## config.mk

```make
export PLATFORM = sky130hd
export DESIGN_NAME = json_string_escape_utf16_to_utf8
export DESIGN_NICKNAME = d
export VERILOG_FILES = /design/src/sv/jseu_pkg.sv /design/src/sv/json_string_escape_utf16_to_utf8.sv
export SDC_FILE = /design/constraint.sdc
export NUM_CORES = 1
export LEC_CHECK = 0
export BUFFER_PORTS_ARGS = -buffer_cell sky130_fd_sc_hd__buf_4
export CORE_UTILIZATION = 25
export DETAILED_ROUTE_END_ITERATION = 6
export PLACE_DENSITY = 0.38
export REMOVE_ABC_BUFFERS = 1
export SYNTH_ARGS = -nofsm -noshare
export SYNTH_HDL_FRONTEND = slang
export SYNTH_SLANG_ARGS = --single-unit
```

## constraint.sdc

```tcl
create_clock -name clock -period 3.7 [get_ports clock]
set_input_delay 0.37 -clock clock [delete_from_list [all_inputs] [get_ports clock]]
set_output_delay 0.37 -clock clock [all_outputs]
set_load 0.02 [all_outputs]
```

## src/sv/jseu_pkg.sv

```systemverilog
// Shared types, character codes and helpers for the JSON string escaper.
package jseu_pkg;

   localparam int unsigned MAX_RESULTS = 8;
   localparam int unsigned RES_CNT_W   = $clog2(MAX_RESULTS + 1);
   localparam int unsigned RES_IDX_W   = $clog2(MAX_RESULTS);
   localparam int unsigned UNIT_MAX    = 6;
   localparam int unsigned UNIT_CNT_W  = $clog2(UNIT_MAX + 1);

   localparam logic [7:0] CHR_QUOTE     = 8'h22;
   localparam logic [7:0] CHR_BACKSLASH = 8'h5c;
   localparam logic [7:0] CHR_B         = 8'h62;
   localparam logic [7:0] CHR_F         = 8'h66;
   localparam logic [7:0] CHR_N         = 8'h6e;
   localparam logic [7:0] CHR_R         = 8'h72;
   localparam logic [7:0] CHR_T         = 8'h74;
   localparam logic [7:0] CHR_U         = 8'h75;
   localparam logic [7:0] CHR_ZERO      = 8'h30;

   localparam logic [15:0] UNIT_BS  = 16'h0008;
   localparam logic [15:0] UNIT_TAB = 16'h0009;
   localparam logic [15:0] UNIT_LF  = 16'h000a;
   localparam logic [15:0] UNIT_FF  = 16'h000c;
   localparam logic [15:0] UNIT_CR  = 16'h000d;
   localparam logic [15:0] UNIT_QT  = 16'h0022;
   localparam logic [15:0] UNIT_BSL = 16'h005c;

   typedef enum logic [1:0] {
      ERR_NONE      = 2'd0,
      ERR_LONE_HIGH = 2'd1,
      ERR_LONE_LOW  = 2'd2
   } error_type;

   typedef struct packed {
      logic [7:0] data;
      logic       valid;
      error_type  err;
   } result_entry_type;

   // Lower-case hex digit for one nibble.
   function automatic logic [7:0] hex_char(input logic [3:0] nib);
      hex_char = (nib < 4'd10) ? (8'h30 + {4'd0, nib}) : (8'h57 + {4'd0, nib});
   endfunction

   function automatic result_entry_type byte_entry(input logic [7:0] b);
      byte_entry.data  = b;
      byte_entry.valid = 1'b1;
      byte_entry.err   = ERR_NONE;
   endfunction

endpackage

```

## src/sv/json_string_escape_utf16_to_utf8.sv

```systemverilog
// JSON string escaper: UTF-16 code unit transactions in, quoted UTF-8 byte stream out.
//
// Each input transaction carries one UTF-16 code unit (or none, when no_unit is set) and
// is decoded into up to eight results, which are loaded into a result queue and handed
// out one per cycle while rsp_tready is high. A transaction is taken when the queue is
// empty or its last entry drains, so the block sustains one input per cycle while each
// unit yields a single byte (plain ASCII) and rsp_tready stays high; an item with
// several results holds off the next input until all are out, as the output port is
// one byte wide. Items that yield no result (a pending high surrogate, discarded units)
// leave the queue empty. The opening quote leads the first item of a string, the closing
// quote trails the last. A lone surrogate yields an error result (byte_valid low,
// error_code set) as the final result of its item, after which units are dropped until
// the string ends. rsp_tlast marks the last result of each input transaction.
module json_string_escape_utf16_to_utf8 (
   input  logic        clock,
   input  logic        reset,
   input  logic        req_tvalid,
   output logic        req_tready,
   input  logic [15:0] req_tdata,   // code_unit
   input  logic        req_tlast,   // ends_string
   input  logic [1:0]  req_tuser,   // [0] starts_string, [1] no_unit
   output logic        rsp_tvalid,
   input  logic        rsp_tready,
   output logic [7:0]  rsp_tdata,   // out_byte
   output logic        rsp_tlast,   // run_last
   output logic [2:0]  rsp_tuser    // [0] byte_valid, [2:1] error_code
);

   localparam int unsigned NRES = jseu_pkg::MAX_RESULTS;

   // Decoder state
   logic        high_pending_ff, high_pending_in;
   logic [9:0]  high_bits_ff, high_bits_in;
   logic        discarding_ff, discarding_in;

   // Result queue: entry 0 is at the head, shifted down on each output transaction
   jseu_pkg::result_entry_type        queue_ff [NRES];
   jseu_pkg::result_entry_type        queue_in [NRES];
   logic [jseu_pkg::RES_CNT_W-1:0]    count_ff, count_in;

   logic req_fire, rsp_fire;

   // Fields of the incoming transaction
   logic [15:0] unit;
   logic        starts, ends, none;

   assign unit   = req_tdata;
   assign ends   = req_tlast;
   assign starts = req_tuser[0];
   assign none   = req_tuser[1];

   assign rsp_tvalid = (count_ff != '0);
   assign rsp_fire   = rsp_tvalid & rsp_tready;
   // Take a new transaction when the queue is empty or drains its last entry now
   assign req_tready = (count_ff == '0) ||
                       ((count_ff == jseu_pkg::RES_CNT_W'(1)) && rsp_tready);
   assign req_fire   = req_tvalid & req_tready;

   assign rsp_tdata = queue_ff[0].data;
   assign rsp_tuser = {queue_ff[0].err, queue_ff[0].valid};
   assign rsp_tlast = (count_ff == jseu_pkg::RES_CNT_W'(1));

   // Per-item decode
   jseu_pkg::result_entry_type         unit_bytes [jseu_pkg::UNIT_MAX];
   logic [jseu_pkg::UNIT_CNT_W-1:0]    unit_cnt;
   jseu_pkg::error_type                unit_err, final_err;
   logic                               pend_cur, pend_next;
   logic [9:0]                         bits_next;
   logic                               is_high, is_low;
   logic [20:0]                        cp;
   jseu_pkg::result_entry_type         list [NRES];
   logic [jseu_pkg::RES_CNT_W-1:0]     list_cnt;
   logic                               skip;

   assign is_high = (unit[15:10] == 6'b110110);
   assign is_low  = (unit[15:10] == 6'b110111);
   // Supplementary code point from the pending high half and this low half
   assign cp = 21'h10000 + {1'b0, high_bits_ff, unit[9:0]};

   always_comb begin
      for (int i = 0; i < jseu_pkg::UNIT_MAX; i++) begin
         unit_bytes[i] = jseu_pkg::byte_entry(8'h00);
      end
      unit_cnt  = '0;
      unit_err  = jseu_pkg::ERR_NONE;
      pend_cur  = starts ? 1'b0 : high_pending_ff;
      pend_next = pend_cur;
      bits_next = starts ? 10'd0 : high_bits_ff;

      if (!none) begin
         if (pend_cur) begin
            if (is_low) begin
               unit_bytes[0] = jseu_pkg::byte_entry({5'b11110, cp[20:18]});
               unit_bytes[1] = jseu_pkg::byte_entry({2'b10, cp[17:12]});
               unit_bytes[2] = jseu_pkg::byte_entry({2'b10, cp[11:6]});
               unit_bytes[3] = jseu_pkg::byte_entry({2'b10, cp[5:0]});
               unit_cnt      = jseu_pkg::UNIT_CNT_W'(4);
               pend_next     = 1'b0;
               bits_next     = 10'd0;
            end else begin
               unit_err = jseu_pkg::ERR_LONE_HIGH;
            end
         end else begin
            unit_bytes[0] = jseu_pkg::byte_entry(jseu_pkg::CHR_BACKSLASH);
            unit_cnt      = jseu_pkg::UNIT_CNT_W'(2);
            case (unit)
               jseu_pkg::UNIT_QT:  unit_bytes[1] = jseu_pkg::byte_entry(jseu_pkg::CHR_QUOTE);
               jseu_pkg::UNIT_BSL: unit_bytes[1] = jseu_pkg::byte_entry(jseu_pkg::CHR_BACKSLASH);
               jseu_pkg::UNIT_BS:  unit_bytes[1] = jseu_pkg::byte_entry(jseu_pkg::CHR_B);
               jseu_pkg::UNIT_FF:  unit_bytes[1] = jseu_pkg::byte_entry(jseu_pkg::CHR_F);
               jseu_pkg::UNIT_LF:  unit_bytes[1] = jseu_pkg::byte_entry(jseu_pkg::CHR_N);
               jseu_pkg::UNIT_CR:  unit_bytes[1] = jseu_pkg::byte_entry(jseu_pkg::CHR_R);
               jseu_pkg::UNIT_TAB: unit_bytes[1] = jseu_pkg::byte_entry(jseu_pkg::CHR_T);
               default: begin
                  if (unit < 16'h0020) begin
                     // Other controls: \u00 and two hex digits
                     unit_bytes[1] = jseu_pkg::byte_entry(jseu_pkg::CHR_U);
                     unit_bytes[2] = jseu_pkg::byte_entry(jseu_pkg::CHR_ZERO);
                     unit_bytes[3] = jseu_pkg::byte_entry(jseu_pkg::CHR_ZERO);
                     unit_bytes[4] = jseu_pkg::byte_entry(jseu_pkg::hex_char(unit[7:4]));
                     unit_bytes[5] = jseu_pkg::byte_entry(jseu_pkg::hex_char(unit[3:0]));
                     unit_cnt      = jseu_pkg::UNIT_CNT_W'(6);
                  end else if (is_high) begin
                     unit_cnt  = '0;
                     pend_next = 1'b1;
                     bits_next = unit[9:0];
                  end else if (is_low) begin
                     unit_cnt = '0;
                     unit_err = jseu_pkg::ERR_LONE_LOW;
                  end else if (unit < 16'h0080) begin
                     unit_bytes[0] = jseu_pkg::byte_entry(unit[7:0]);
                     unit_cnt      = jseu_pkg::UNIT_CNT_W'(1);
                  end else if (unit < 16'h0800) begin
                     unit_bytes[0] = jseu_pkg::byte_entry({3'b110, unit[10:6]});
                     unit_bytes[1] = jseu_pkg::byte_entry({2'b10, unit[5:0]});
                     unit_cnt      = jseu_pkg::UNIT_CNT_W'(2);
                  end else begin
                     unit_bytes[0] = jseu_pkg::byte_entry({4'b1110, unit[15:12]});
                     unit_bytes[1] = jseu_pkg::byte_entry({2'b10, unit[11:6]});
                     unit_bytes[2] = jseu_pkg::byte_entry({2'b10, unit[5:0]});
                     unit_cnt      = jseu_pkg::UNIT_CNT_W'(3);
                  end
               end
            endcase
         end
      end

      // A high half still pending at the end of the string is lone
      final_err = unit_err;
      if ((unit_err == jseu_pkg::ERR_NONE) && ends && pend_next) begin
         final_err = jseu_pkg::ERR_LONE_HIGH;
      end
   end

   // Assemble the result list: opening quote, unit bytes, then closing quote or error
   always_comb begin
      logic [jseu_pkg::RES_CNT_W-1:0] pos;
      for (int i = 0; i < NRES; i++) begin
         list[i] = jseu_pkg::byte_entry(8'h00);
      end
      pos = '0;
      if (starts) begin
         list[0] = jseu_pkg::byte_entry(jseu_pkg::CHR_QUOTE);
         pos     = jseu_pkg::RES_CNT_W'(1);
      end
      for (int j = 0; j < jseu_pkg::UNIT_MAX; j++) begin
         if (jseu_pkg::UNIT_CNT_W'(j) < unit_cnt) begin
            list[jseu_pkg::RES_IDX_W'(pos + jseu_pkg::RES_CNT_W'(j))] = unit_bytes[j];
         end
      end
      pos = pos + jseu_pkg::RES_CNT_W'(unit_cnt);
      if (final_err != jseu_pkg::ERR_NONE) begin
         list[pos[jseu_pkg::RES_IDX_W-1:0]].data  = 8'h00;
         list[pos[jseu_pkg::RES_IDX_W-1:0]].valid = 1'b0;
         list[pos[jseu_pkg::RES_IDX_W-1:0]].err   = final_err;
         pos = pos + jseu_pkg::RES_CNT_W'(1);
      end else if (ends) begin
         list[pos[jseu_pkg::RES_IDX_W-1:0]] = jseu_pkg::byte_entry(jseu_pkg::CHR_QUOTE);
         pos = pos + jseu_pkg::RES_CNT_W'(1);
      end
      list_cnt = pos;
   end

   // Drop items of a string that already failed, unless a new string starts
   assign skip = !starts && discarding_ff;

   always_comb begin
      high_pending_in = high_pending_ff;
      high_bits_in    = high_bits_ff;
      discarding_in   = discarding_ff;
      if (req_fire) begin
         if (skip) begin
            if (ends) begin
               discarding_in = 1'b0;
            end
         end else if (final_err != jseu_pkg::ERR_NONE) begin
            high_pending_in = 1'b0;
            high_bits_in    = 10'd0;
            discarding_in   = !ends;
         end else begin
            high_pending_in = pend_next;
            high_bits_in    = bits_next;
            discarding_in   = 1'b0;
         end
      end
   end

   // Queue: load on a new transaction, else shift down on each output transaction
   always_comb begin
      for (int i = 0; i < NRES; i++) begin
         queue_in[i] = queue_ff[i];
      end
      count_in = count_ff;
      if (req_fire) begin
         for (int i = 0; i < NRES; i++) begin
            queue_in[i] = list[i];
         end
         count_in = skip ? '0 : list_cnt;
      end else if (rsp_fire) begin
         for (int i = 0; i < NRES - 1; i++) begin
            queue_in[i] = queue_ff[i + 1];
         end
         count_in = count_ff - jseu_pkg::RES_CNT_W'(1);
      end
   end

   always_ff @(posedge clock) begin
      if (reset) begin
         high_pending_ff <= 1'b0;
         high_bits_ff    <= 10'd0;
         discarding_ff   <= 1'b0;
         count_ff        <= '0;
      end else begin
         high_pending_ff <= high_pending_in;
         high_bits_ff    <= high_bits_in;
         discarding_ff   <= discarding_in;
         count_ff        <= count_in;
      end
   end

   // Payload holds no reset
   always_ff @(posedge clock) begin
      for (int i = 0; i < NRES; i++) begin
         queue_ff[i] <= queue_in[i];
      end
   end

endmodule
```

**Word level (Yosys, flattened, before mapping)**

Memory sizes are Yosys's and may differ from the RTL's.
Index checks and enable logic that the tools add are counted.

- Latch bits: 0
- Logic and storage cells: 197
- RAM bits: 88
- ROM bits: 0
- Output and inout bits: 14
- Input bits: 23
- Memories: 1
- Bits in registers: 16

Memories:

| memory | depth | width | read ports | clocked after Yosys merged registers in | write ports | RTL line | source |
|---|---|---|---|---|---|---|---|
| queue_ff | 8 | 11 | 8 | 0 | 8 | json_string_escape_utf16_to_utf8.sv:37 | `jseu_pkg::result_entry_type queue_ff [NRES];` |

- Bitwise gates (word level): 13
- Magnitude comparators: 25
- Reductions and logical operators: 22
- Equal/unequal tests: 11
- Shift-type cells: 0
- Add/sub/neg operators: 13
- $mul: 0
- Multiplexer cells: 108
- Divide/modulo/power cells: 0

Operators by type and width:

| operator | count |
|---|---|
| bitwise mux 88 bit | 9 |
| two-way mux 88 bit | 8 |
| demux 11 bit (select 3 bit) | 10 |
| two-way mux 22 bit | 10 |
| two-way mux 77 bit | 2 |
| two-way mux 11 bit | 13 |
| two-way mux 44 bit | 3 |
| equality test 16 x 4 -> 1 bit, second input constant | 5 |
| two-way mux 10 bit | 8 |
| one-hot mux 11 bit (7 select lines) | 1 |
| two-way mux 33 bit | 2 |
| two-way mux 66 bit | 1 |
| AND 64 bit | 1 |
| NOT 64 bit | 1 |
| two-way mux 31 bit | 1 |
| >= comparator 4 bit, second input constant | 7 |
| less-than comparator 4 x 1 -> 1 bit, second input constant | 7 |
| NOT 3 -> 4 bit | 7 |
| OR 24 bit | 1 |
| two-way mux 2 bit | 11 |
| adder 17 x 20 -> 21 bit, first input constant | 1 |
| two-way mux 20 bit | 1 |
| two-way mux 4 bit | 5 |
| two-way mux 3 bit | 6 |
| other kinds (34) | 71 |

**Logic depth before layout (Yosys ltp)**

Gate-level depths: netlist of the first run.

- Depth after elaboration: 33
- Depth in mapped cells: 15
- Depth with buffers taken out: 12

**Least setup slack after synthesis of the first run**

OpenSTA, ideal clock, no wires.

- Path kind: input to register
- Start point: in req_tdata[1]
- End point: mem queue_ff[0][32] in the netlist's numbering (data pin)
- Buffers on the path: 2
- Required time: 3,443 ps
- Setup time: 257 ps
- Stages on the path: 13
- Path slack: -169 ps
- Arrival: 3,613 ps
- Cell sequence: clkbuf_1 inv_1 ha_1 and4b_1 nand3_2 a41oi_2 or4_1 buf_4 nor2_1 ha_1 xor2_1 a41oi_1 a32o_1

RTL lines:

| item | RTL line | source |
|---|---|---|
| start, declared | json_string_escape_utf16_to_utf8.sv:19 | `input logic [15:0] req_tdata,` |
| end, declared | json_string_escape_utf16_to_utf8.sv:37 |  |

==> results of run 1 <==
-- flip-flops by register name, summed over array words and instances (netlist names) --
name / flops
count_ff: 4
high_pending_ff: 1
queue_ff: 79
high_bits_ff: 10
discarding_ff: 1
-- worst reg2reg max path, stage by stage, from the launching register on --
cell     delay [ns]
dfxtp_1        0.46
nor3b_1        0.57
nand3_1        0.41
o31a_1         0.31
xor2_1         0.19
buf_4          0.21
nor4_1         0.33
buf_4          0.19
o31ai_1        0.09
-- cells in the final DEF, fill, tap and decap left out, drive strengths merged, types with 10 or more instances in the layout --
master,instances
nor3,19
o21ai,29
edfxtp,79
a21oi,29
a22o,29
ha,13
nor2,68
nand3,12
inv,15
buf,70
nor4,11
nand2,56
a32o,10
dfxtp,16
-- logic make-up after synthesis --
family / count (synthesis) / share of synthesized area
and+or+nand+nor: 205 / 0.1750
AOI/OAI and AO/OA: 182 / 0.2426
DFF: 95 / 0.4726
buffers and inverters: 64 / 0.05512
adders and majority gates: 13 / 0.02855
xor gates and xnor gates: 8 / 0.01559
muxes: 5 / 0.009881
other: 1 / 0.0006581
-- stage by stage --
step	power, mW	setup TNS, ns	worst slack, ns	cell area (um^2)
6_report	4.637	0	0.4681	6649
3_5_place_dp	3.654	0	0.1188	6329
3_3_place_gp	3.639	0	0.1887	6329
2_1_floorplan	3.012	-13.38	-0.6397	5446
4_1_cts	4.695	0	0.4725	6649
5_1_grt	4.932	0	0.2824	6649
-- metal layers --
metal,vias to the layer above,global-route usage,wire length [um]
met5,-,0,0
met4,0,0.06013,337
met3,21,0.02013,659
met2,105,0.2545,8553
met1,2359,0.2383,9288
li1,2271,-,-
-- layout make-up --
cell class / count / area [um^2]
fillers: 2308 / 15440
multi-input cells: 414 / 2698
flip-flops and latches: 95 / 2693
repair buffers: 70 / 525.5
well taps: 280 / 350.3
clock buffers: 9 / 225.2
clock inverters: 7 / 95.09
inverters: 16 / 62.56
-- power by group --
part | internal [mW] | switching, mW
Sequential | 1.83 | 0.149
Combinational | 0.615 | 1.02
Clock | 0.594 | 0.434
-- worst max path at each step --
stage               slack (ns)                     start                   endpoint
floorplan                -0.64  count_ff[1]$_SDFFE_PP0P_  queue_ff[0][41]$_DFFE_PP_
global placement          0.19              req_tdata[0]   queue_ff[1][3]$_DFFE_PP_
detailed placement        0.12              req_tdata[0]   queue_ff[0][5]$_DFFE_PP_
CTS                       0.47              req_tdata[0]   queue_ff[0][7]$_DFFE_PP_
global route              0.28              req_tdata[0]   queue_ff[0][6]$_DFFE_PP_
finish                    0.47              req_tdata[0]   queue_ff[0][7]$_DFFE_PP_
==> reports/metrics.yaml, run 1 <==
crit_cells: 14
r2r_setup_slack_ns: 0.69
whs_ns: 0.2792
hold_viol_final: 0
crit_path_start_kind: "primary input"
hpwl_mm: 13.59
ys_ff_latch: 95
final_nets: 642
path_cells: "buf_4, inv_1, ha_1, nor2b_1, o21ai_2, a41oi_2, or4_1, nor2_1, ha_1, nor2_1, mux2_4, a311oi_4, buf_4, a32o_1"
synth_flop_cell: "edfxtp_1"
first_pass_iters: 5
critPathCaptureType: "flip-flop"
path_max_fanout: 9
antenna_found_initial: 0
cpMaxStageDelayCell: "or4_1"
synthDistinctLibCells: 76
crit_buf_inv: 3
max-slew-margin-rel: 0.4789
r2r-end: "queue_ff[1][3]$_DFFE_PP_"
place_congestion: 0.8610
drt_wl_total_mm: 18.84
pin_count: 37
critical_path_class: "in -> reg"
syn2layout_area_growth_pct: 16.69
num_antenna_cells: 0
synth_edf_count: 79
grt_setup_unrepaired: "no"
setup_viol: 0
r2r-start: "high_pending_ff$_SDFFE_PP0P_"
worstHoldStart: "reset"
placed_cells: 875
synth_area_leaders: "edfxtp_1 42%, dfxtp_1 5.6%, nor2_1 4.5%, a22o_1 4.5%, nand2_1 3.7%"
max_freq_mhz: 309.4
required_ns: 3.91
synth-async-reset-ratio: 0
ys_seq_area_frac: 0.4726
fp-row-count: 54
fin_skew_ns: 0.01197
hold_end: "high_pending_ff$_SDFFE_PP0P_"
p_leak_nw: 2.410
vias: 4756
io_buffers: 36
core_mm2: 0.02209
synthMostInstantiatedCell: "edfxtp_1"
fp.dieW_um: 153.0
finalCritPeriodShare: 0.8735
cts-root-buf: "clkbuf_16"
ctsHtreeMaxLevel: 3
vdd_drop_max_mv: 0.2299
finalMaxSlewViolations: 0
critical-path-top-delay-family: "simple AND/OR/NAND/NOR gates"
fp.dieH_um: 153.0
yosys_warnings: 0
track_usage: 0.1659
ant_nets: 0
cts-resized-gates: 0
routed_via_density: 5.338
grt_max_degree: 38
clk_latency_ns: 0.35
r2r_cells: 8
yosys.area.top_type: "edfxtp_1"
syn_avg_cell_area_um2: 9.944
synth_top_cell_area_share: 0.4163
drive_gt1_frac: 0.1751
hp-class: "in -> reg"
drt_iter0_drc: 386
worst_pin_slew_ns: 0.7770
path_clk_slew_ns: 0.07
postCtsHoldBufs: 0
drv_cap: 0
cts_buffers: 9
synthTopCellsByCount: "79 x edfxtp_1, 68 x nor2_1, 56 x nand2_1, 29 x a21oi_1, 29 x a22o_1"
clk_path_buf_depth: 2
grt_pass1_vias: 4684
synth_area_mm2: 0.005698
cts_tree: "built"
stdcell_count: 891
period_minus_slack_ns: 3.232
fp.dieArea_mm2: 0.02340
hold_depth: 2
routedWlPerCell_um: 21.14
powerDensity_mw_per_mm2: 697.5
final_util: 0.3009
crit_arrival_ns: 3.45
cts.sinks: 95
syn_inst: 573
slowest_delay_ns: 0.60
grt_pass1_wl_mm: 29.25
post_cts.repair.setup_buffers: 0
start_util: 0.2579
status: "finished clean"
overflow: 0
drc: 0
Note: power is estimated with default switching activity, not from simulation.
==> inputs of run 2 (changes only) <==
Settings changed: PLACE_DENSITY 0.38 to default.
==> reports/metrics.yaml, run 2 (synthesis results as in run 1) <==
crit_path_start_kind: "primary input"
drc: 0  # unchanged
clk_latency_ns: 0.35  # about the same
cts-root-buf: "clkbuf_16"
p_leak_nw: 2.410  # about the same
routedWlPerCell_um: 18.90  # -11%
max-slew-margin-rel: 0.5389  # +0.06001
io_buffers: 36  # unchanged
finalWorstSetupSlack_ns: 0.4317  # -0.03634 ns
required_ns: 3.78  # -0.13 ns
final_nets: 643  # +0.16%
status: "finished clean"
core_mm2: 0.02209  # unchanged
fp-row-count: 54  # unchanged
largest_reg_flops: 79  # unchanged
hold_depth: 2  # unchanged
reg_top3: "queue_ff: 79 flops, high_bits_ff: 10 flops, count_ff: 4 flops"
cts_buffers: 9  # unchanged
r2r-start: "high_pending_ff$_SDFFE_PP0P_"
critPathCaptureType: "flip-flop"
grt_pass1_wl_mm: 26.65  # -8.9%
fin_skew_ns: 0.009108  # -0.002860 ns
hpwl_mm: 12.31  # -9.5%
setup_viol: 0  # unchanged
r2r_setup_slack_ns: 0.84  # +0.15 ns
top_register: "queue_ff"
cts.sinks: 95  # unchanged
vdd_drop_max_mv: 0.2950  # +28%
stdcell_count: 892  # +0.11%
hold_end: "count_ff[3]$_SDFFE_PP0P_"
placed_cells: 876  # +0.11%
period_minus_slack_ns: 3.268  # +0.03634 ns
hold_viol_final: 0  # unchanged
max_freq_mhz: 306.0  # -1.1%
drive_gt1_frac: 0.1748  # -0.0002861
cpMaxStageDelayCell: "or4_1"
slowest_delay_ns: 0.60  # about the same
finalMaxSlewViolations: 0  # unchanged
clk_path_buf_depth: 2  # unchanged
worst_pin_slew_ns: 0.6845  # -0.09257 ns
syn2layout_area_growth_pct: 16.69  # unchanged
crit_arrival_ns: 3.35  # -0.10 ns
place_ws_ns: 0.08954  # -0.02927 ns
worstHoldStart: "reset"
cts-resized-gates: 0  # unchanged
grt_setup_unrepaired: "no"
ant_nets: 0  # unchanged
mostFrequentLayoutCell: "edfxtp_1"
track_usage: 0.1459  # -0.01998
hp-class: "in -> reg"
r2r-end: "queue_ff[0][4]$_DFFE_PP_"
fp.dieArea_mm2: 0.02340  # unchanged
critical_path_class: "in -> reg"
path_cells: "buf_4, inv_1, ha_1, nor2b_1, o21ai_2, a41oi_2, or4_1, nor2_1, ha_1, nor2_1, mux2_4, a311oi_4, a211oi_1"
drt_iter0_drc: 404  # +4.7%
start_util: 0.2579  # unchanged
drt_wl_total_mm: 16.86  # -11%
whs_ns: 0.2701  # -0.009031 ns
r2r_cells: 9  # +1
post_cts.repair.setup_buffers: 0  # unchanged
vias: 4787  # +0.65%
grt_pass1_vias: 4612  # -1.5%
num_antenna_cells: 0  # unchanged
path_max_fanout: 9  # unchanged
ctsHtreeMaxLevel: 3  # unchanged
overflow: 0  # unchanged
powerDensity_mw_per_mm2: 681.8  # -2.2%
fp.dieH_um: 153.0  # unchanged
pin_count: 37  # unchanged
place_congestion: 0.9602  # +12%
finalCritPeriodShare: 0.8833  # +0.009821
drv_cap: 0  # unchanged
first_pass_iters: 5  # unchanged
path_clk_slew_ns: 0.07  # about the same
routed_via_density: 5.367  # +0.54%
postCtsHoldBufs: 0  # unchanged
cts_tree: "built"
fp.dieW_um: 153.0  # unchanged
antenna_found_initial: 0  # unchanged
final_cell_mix: "79 x edfxtp_1, 70 x buf_4, 68 x nor2_1"
grt_max_degree: 56  # +47%
[run 2: cell count changes in the layout (fill, tap and decap cells not counted), sizes merged]
cell / previous run / this run
clkinvlp: 1 / 0
bufinv: 2 / 1
buf: 70 / 71
clkbuf: 9 / 11
inv: 15 / 14
clkinv: 5 / 6
[run 2: metrics by stage]
step	setup TNS (ns)	util	instance area, um^2	total power [mW]
floorplan	-13.38	-	5446	3.012
global placement	0	0.2873	6349	3.585
detailed placement	0	0.2873	6349	3.620
CTS	0	0.3009	6649	4.578
global route	0	0.3009	6649	4.802
finish	0	0.3009	6649	4.533
[run 2: metal layers]
metal / up-vias / part of all wire / global-route usage
li1: 2279 / - / -
met1: 2316 / 0.47 / 0.2002
met2: 162 / 0.45 / 0.2287
met3: 30 / 0.052 / 0.01928
met4: 0 / 0.027 / 0.06542
met5: - / 0 / 0
[run 2: report_power, final]
part | internal (mW) | total (mW) | switching, mW
sequential | 1.83 | 1.98 | 0.155
clock | 0.543 | 0.953 | 0.410
combinational | 0.614 | 1.60 | 0.983
total | 2.99 | 4.53 | 1.55
[run 2: worst max-delay path: cells and delay by family]
family	cells	cell delay [ns]
muxes	1	0.32
adders and majority gates	2	0.46
and+or+nand+nor	4	0.96
buffers and inverters	2	0.19
AOI/OAI and AO/OA	4	1.03
[run 2: layout make-up]
type / instances / area (um^2)
repair buffers: 71 / 545.5
inverters: 16 / 62.56
clock inverters: 5 / 57.56
clock buffers: 11 / 242.7
multi-input cells: 414 / 2698
well taps: 280 / 350.3
flip-flops and latches: 95 / 2693
fillers: 2293 / 15440
[run 2: worst max path at each step]
stage,from,endpoint,slack [ns],depth (start not counted)
global route,req_tdata[4],queue_ff[0][4]$_DFFE_PP_,0.22,13
finish,req_tdata[0],queue_ff[0][4]$_DFFE_PP_,0.43,13
CTS,req_tdata[0],queue_ff[0][4]$_DFFE_PP_,0.46,13
floorplan,count_ff[1]$_SDFFE_PP0P_,queue_ff[0][41]$_DFFE_PP_,-0.64,9
global placement,req_tdata[0],queue_ff[0][4]$_DFFE_PP_,0.19,13
detailed placement,req_tdata[0],queue_ff[0][4]$_DFFE_PP_,0.09,13
